File: config.mk
export PLATFORM = sky130hd
export DESIGN_NAME = bpe_div
export DESIGN_NICKNAME = d
export VERILOG_FILES = /design/src/rtl/core/bpe_pkg.sv /design/src/rtl/core/bpe_div.sv
export SDC_FILE = /design/constraint.sdc
export NUM_CORES = 1
export LEC_CHECK = 0
export ABC_CLOCK_PERIOD_IN_PS = 3850
export BUFFER_PORTS_ARGS = -buffer_cell sky130_fd_sc_hd__clkbuf_2
export CAP_MARGIN = 20
export CORE_ASPECT_RATIO = 1.4
export CORE_MARGIN = 10
export CORE_UTILIZATION = 59
export DETAILED_ROUTE_END_ITERATION = 10
export PLACE_DENSITY = 0.81
export SYNTH_ARGS = -nofsm -noshare
export SYNTH_HDL_FRONTEND = slang
export SYNTH_SLANG_ARGS = --single-unit
File: constraint.sdc
create_clock -name i_clk -period 3.85 [get_ports i_clk]
set_input_delay 1.155 -clock i_clk [delete_from_list [all_inputs] [get_ports i_clk]]
set_output_delay 1.155 -clock i_clk [all_outputs]
set_load 0.02 [all_outputs]
File: src/rtl/core/bpe_pkg.sv
// Shared constants and types for the Bezier point evaluator.
`timescale 1ns / 1ps

package bpe_pkg;

    // Default table depth and fraction width.
    localparam int P_MAX_POINTS = 16;
    localparam int P_FRAC_BITS  = 16;

    // Largest interpolation parameter, 2^31-1.
    localparam logic [30:0] T_MAX = '1;

    // Item operation codes.
    localparam logic OP_WRITE = 1'b0;
    localparam logic OP_EVAL  = 1'b1;

    // Register indexes on the configuration port.
    localparam logic REG_POINT_COUNT = 1'b0;
    localparam logic REG_DURATION    = 1'b1;

    // Reset values of the configuration registers.
    localparam logic [4:0]  RST_POINT_COUNT = 5'd2;
    localparam logic [31:0] RST_DURATION    = 32'h0001_0000;

    // Evaluation sequencer states.
    typedef enum logic [2:0] {
        S_IDLE,
        S_DIV,
        S_RD0,
        S_LD0,
        S_RDB,
        S_MUL,
        S_ACC
    } t_state;

endpackage

File: src/rtl/core/bpe_div.sv
// Restoring divider that forms t = (time << FRAC_BITS) / duration, saturated.
`timescale 1ns / 1ps

module bpe_div #(
    parameter int FRAC_BITS = bpe_pkg::P_FRAC_BITS
) (
    input  logic        i_clk,
    input  logic        i_rst_n,
    input  logic        i_start,
    input  logic [31:0] i_time,
    input  logic [31:0] i_dur,
    output logic        o_done,
    output logic [30:0] o_t
);

    localparam int NW   = 32 + FRAC_BITS;
    localparam int CNTW = $clog2(NW + 1);

    logic [NW-1:0]   r_num;
    logic [NW-1:0]   r_q;
    logic [31:0]     r_rem;
    logic [CNTW-1:0] r_cnt;
    logic            r_busy;
    logic            r_done;
    logic            r_zero;

    logic [32:0] rem_sh;
    logic        ge;
    logic [32:0] rem_nx;

    // One quotient bit per cycle.
    always_comb begin
        rem_sh = {r_rem, r_num[NW-1]};
        ge     = (rem_sh >= {1'b0, i_dur});
        rem_nx = ge ? (rem_sh - {1'b0, i_dur}) : rem_sh;
    end

    // Control state.
    always_ff @(posedge i_clk) begin
        if (!i_rst_n) begin
            r_busy <= 1'b0;
            r_done <= 1'b0;
            r_cnt  <= '0;
        end else begin
            r_done <= 1'b0;
            if (i_start) begin
                r_busy <= (i_dur != 32'd0);
                r_done <= (i_dur == 32'd0);
                r_cnt  <= CNTW'(NW);
            end else if (r_busy) begin
                r_cnt <= r_cnt - CNTW'(1);
                if (r_cnt == CNTW'(1)) begin
                    r_busy <= 1'b0;
                    r_done <= 1'b1;
                end
            end
        end
    end

    // Dividend, remainder and quotient.
    always_ff @(posedge i_clk) begin
        if (i_start) begin
            r_num  <= {i_time, {FRAC_BITS{1'b0}}};
            r_rem  <= '0;
            r_q    <= '0;
            r_zero <= (i_dur == 32'd0);
        end else if (r_busy) begin
            r_num <= {r_num[NW-2:0], 1'b0};
            r_rem <= rem_nx[31:0];
            r_q   <= {r_q[NW-2:0], ge};
        end
    end

    // Saturate the quotient; a zero duration gives the maximum.
    always_comb begin
        if (r_zero || (r_q > NW'(bpe_pkg::T_MAX))) begin
            o_t = bpe_pkg::T_MAX;
        end else begin
            o_t = r_q[30:0];
        end
    end

    assign o_done = r_done;

endmodule

==> reports/metrics.cfg <==
[final_layout]
area_delta_synth_final_pct=16.6
stdcell_area_um2=8550
n_antenna_cell=0
layout-drive-gt1-share_pct=25.1
n_fill_cell=1006
fin_cells=1058
multiInputGateArea_um2=4180
final_util_pct=69.8
regArea_um2=2760
nets=997

[run]
maxCapViolCount=0

[sta]
setup_tns_ns=0
hold_violations=0
period_share_pct=88.9
period_needed_ns=3.42
final_max_slew_viol_count=0
finalSetupViolCount=0
timing.fmax_mhz=292
worst_pin_slew_ns=1.14
skew_ns=0.0133
rsz0062_at_grt=no
worst_slack_ns=0.427
maxSlewHeadroom_pct=24.1
hold_ws_ns=0.495

[critical_path]
cp_max_fo=4
cp_slowest_cell=a2111oi_1
r2r-end=r_rem[30]$_SDFFE_PP0P_
regToRegSetupSlack_ns=0.88
r2r_start=r_num[47]$_DFFE_PP_
path_class=in -> reg
cpPeakStageDelay_ns=0.51
end_kind=register
path_cells=clkbuf_2 -> inv_1 -> ha_1 -> a21oi_1 -> o211ai_1 -> o41ai_1 -> buf_4 -> a21oi_1 -> a2111oi_1 -> xnor2_1 -> nand2_1 -> a311oi_2
critPathRequiredTime_ns=4.17
worstPathArrival_ns=3.74
cp-start-kind=primary input
reg2regPathDepth=12
cpMostUsedCell=a21oi_1

[placement]
dp.final_hpwl_um=13200
port_buffers=98
pre_cts_slack_ns=0.0713
globalplace.congestion=0.943
dpl_cell_area_um2=7970
dp.cells=1026

[clock_tree]
htreeDepth=4
holdBufCountCts=0
cts_tree=built
clk_path_buf_depth=2
post-cts-setup-buffers=0
numClockSinks=121
cts_resized=0
clock_latency_ns=0.41
numCtsBuffers=17
clockRootBuffer=clkbuf_16
clkTransAtPathRegs_ns=0.06

[min_path]
whs_endpoint=r_rem[22]$_SDFFE_PP0P_
hold_start=r_rem[22]$_SDFFE_PP0P_
min_path_type=reg -> reg
hold_path_depth=2

[floorplanning]
die-height_um=152
start_util_pct=59.9
die_area_um2=17400
num_rows=48
io_pins=99
core-area_um2=12300
die_w_um=114

[synth]
yosysSeqAreaShare_pct=37.5
yosysWarnings=0
synth-edff-count=33
synth-seq-cells=121
ys.flop_type=dfxtp_1
syn-num-nets=904
yosysUniqueCellTypes=70
synthArstFlopShare_pct=0
syn_area_um2=7330
synth_area_per_cell_um2=9.14
netlist_instances=802

[status]
status=completed

[pwr]
p_leak_nw=3.72
power.total_mw=3.66
powerDensity_nw_per_um2=429
irDropWorstVdd_uv=306

[routing]
vias=6279
wire_per_inst_um=17.3
vias_per_cell=5.93
wl_um=18300
drt_iter0_drc=311
ant_nets=0
drt_pre_antenna_iters=5
drc=0

[global_route]
grt-ovfl-total=0
grt_max_degree=82
grt_pass1_vias=6364
gr-usage-all-layers_pct=21.1
antenna_found_initial=0
grt_pass1_wl_um=30300

==> layout by cell type (no fill, tap or decap), drive strengths merged, types with 2 or more instances in the layout <==
| cell type | netlist | final |
|---|---|---|
| clkinvlp | 0 | 3 |
| or3 | 3 | 3 |
| nor2b | 7 | 7 |
| nor3 | 8 | 8 |
| or2 | 5 | 5 |
| a2111oi | 3 | 3 |
| mux2i | 51 | 51 |
| xnor2 | 16 | 16 |
| a21o | 17 | 17 |
| nand3 | 14 | 14 |
| nor2 | 101 | 101 |
| a31oi | 2 | 2 |
| inv | 43 | 45 |
| a21oi | 36 | 36 |
| mux2 | 32 | 32 |
| o21a | 9 | 9 |
| a211oi | 3 | 3 |
| a32oi | 5 | 5 |
| and3 | 7 | 7 |
| buf | 21 | 25 |
| a21boi | 2 | 2 |
| a311oi | 21 | 21 |
| xor2 | 11 | 11 |
| ha | 34 | 34 |
| a211o | 4 | 4 |
| nor3b | 2 | 2 |
| nand4 | 15 | 15 |
| nand2 | 71 | 71 |
| nor4 | 18 | 18 |
| clkbuf | 27 | 116 |
| nand2b | 39 | 39 |
| o31ai | 2 | 2 |
| dfxtp | 88 | 88 |
| clkinv | 0 | 7 |
| o211ai | 5 | 5 |
| o41ai | 2 | 2 |
| o21ai | 26 | 26 |
| and2 | 3 | 3 |
| o21bai | 3 | 3 |
| edfxtp | 33 | 33 |
==> registers in the layout (all words and copies together) (netlist names) <==
register	flops
r_q	48
r_num	32
r_rem	32
r_cnt	6
o_done	1
r_busy	1
r_zero	1
==> critical path: cells and delay by family <==
family	cells	cell delay, ns
fa+ha+maj	1	0.33
compound gates	6	1.62
buf+inv	3	0.32
xor+xnor	1	0.20
simple gates	1	0.10
==> power breakdown <==
part | switching (mW) | internal (mW)
combinational | 0.412 | 0.294
clock | 0.590 | 0.944
sequential | 0.0434 | 1.38
total | 1.05 | 2.62
==> cell usage after synthesis (all sizes together) (21+ instances only) <==
cell | n | share of area [%]
mux2i | 51 | 7.0
a311oi | 21 | 3.6
nand2b | 39 | 3.3
dfxtp | 88 | 24
inv | 43 | 2.2
buf | 21 | 2.0
ha | 34 | 5.8
clkbuf | 27 | 1.4
o21ai | 26 | 1.9
nand2 | 71 | 4.2
mux2 | 32 | 4.9
edfxtp | 33 | 14
a21oi | 36 | 2.6
nor2 | 101 | 5.2
==> final cells by class <==
| type | instances | share of cell area, % |
|---|---|---|
| clock inverter | 13 | 1.38 |
| tap | 150 | 2.20 |
| clock buffer | 19 | 5.43 |
| inverter | 43 | 1.89 |
| sequential | 121 | 32.2 |
| timing repair buffer | 122 | 8.02 |
| multi-input combinational | 590 | 48.8 |
==> routing by layer <==
metal  vias to the layer above  global-route usage (%)  share of wire (%)
met5                         -                       0                  0
li1                       3054                       -                  -
met2                       189                    37.4                 53
met1                      2985                    23.3                 39
met4                         0                    8.32                2.5
met3                        51                    5.12                5.2
==> kinds of logic (layout without fill, tap and decap cells) <==
| kind of cell | count (synthesis) | count (layout) | synth area share [%] |
|---|---|---|---|
| AND/OR/NAND/NOR | 295 | 295 | 19.6 |
| AO/OA/AOI/OAI | 150 | 150 | 16.0 |
| flip-flops | 121 | 121 | 37.5 |
| buffers and inverters | 91 | 197 | 5.61 |
| multiplexers | 83 | 83 | 11.9 |
| adder cells (fa/ha/maj) | 35 | 35 | 6.07 |
| XOR/XNOR | 27 | 27 | 3.22 |
==> how the worst max path moves through the flow <==
stage	cells past startpoint	endpoint	from	slack, ns
after floorplan	13	r_rem[11]$_SDFFE_PP0P_	i_dur[3]	0.46
after global placement	12	r_rem[24]$_SDFFE_PP0P_	i_dur[13]	0.04
after detailed placement	12	r_rem[30]$_SDFFE_PP0P_	i_dur[0]	0.07
after CTS	12	r_rem[24]$_SDFFE_PP0P_	i_dur[13]	0.47
after global routing	12	r_rem[24]$_SDFFE_PP0P_	i_dur[13]	0.17
final	12	r_rem[24]$_SDFFE_PP0P_	i_dur[13]	0.43
No activity file was read; power rests on OpenSTA's default activity.
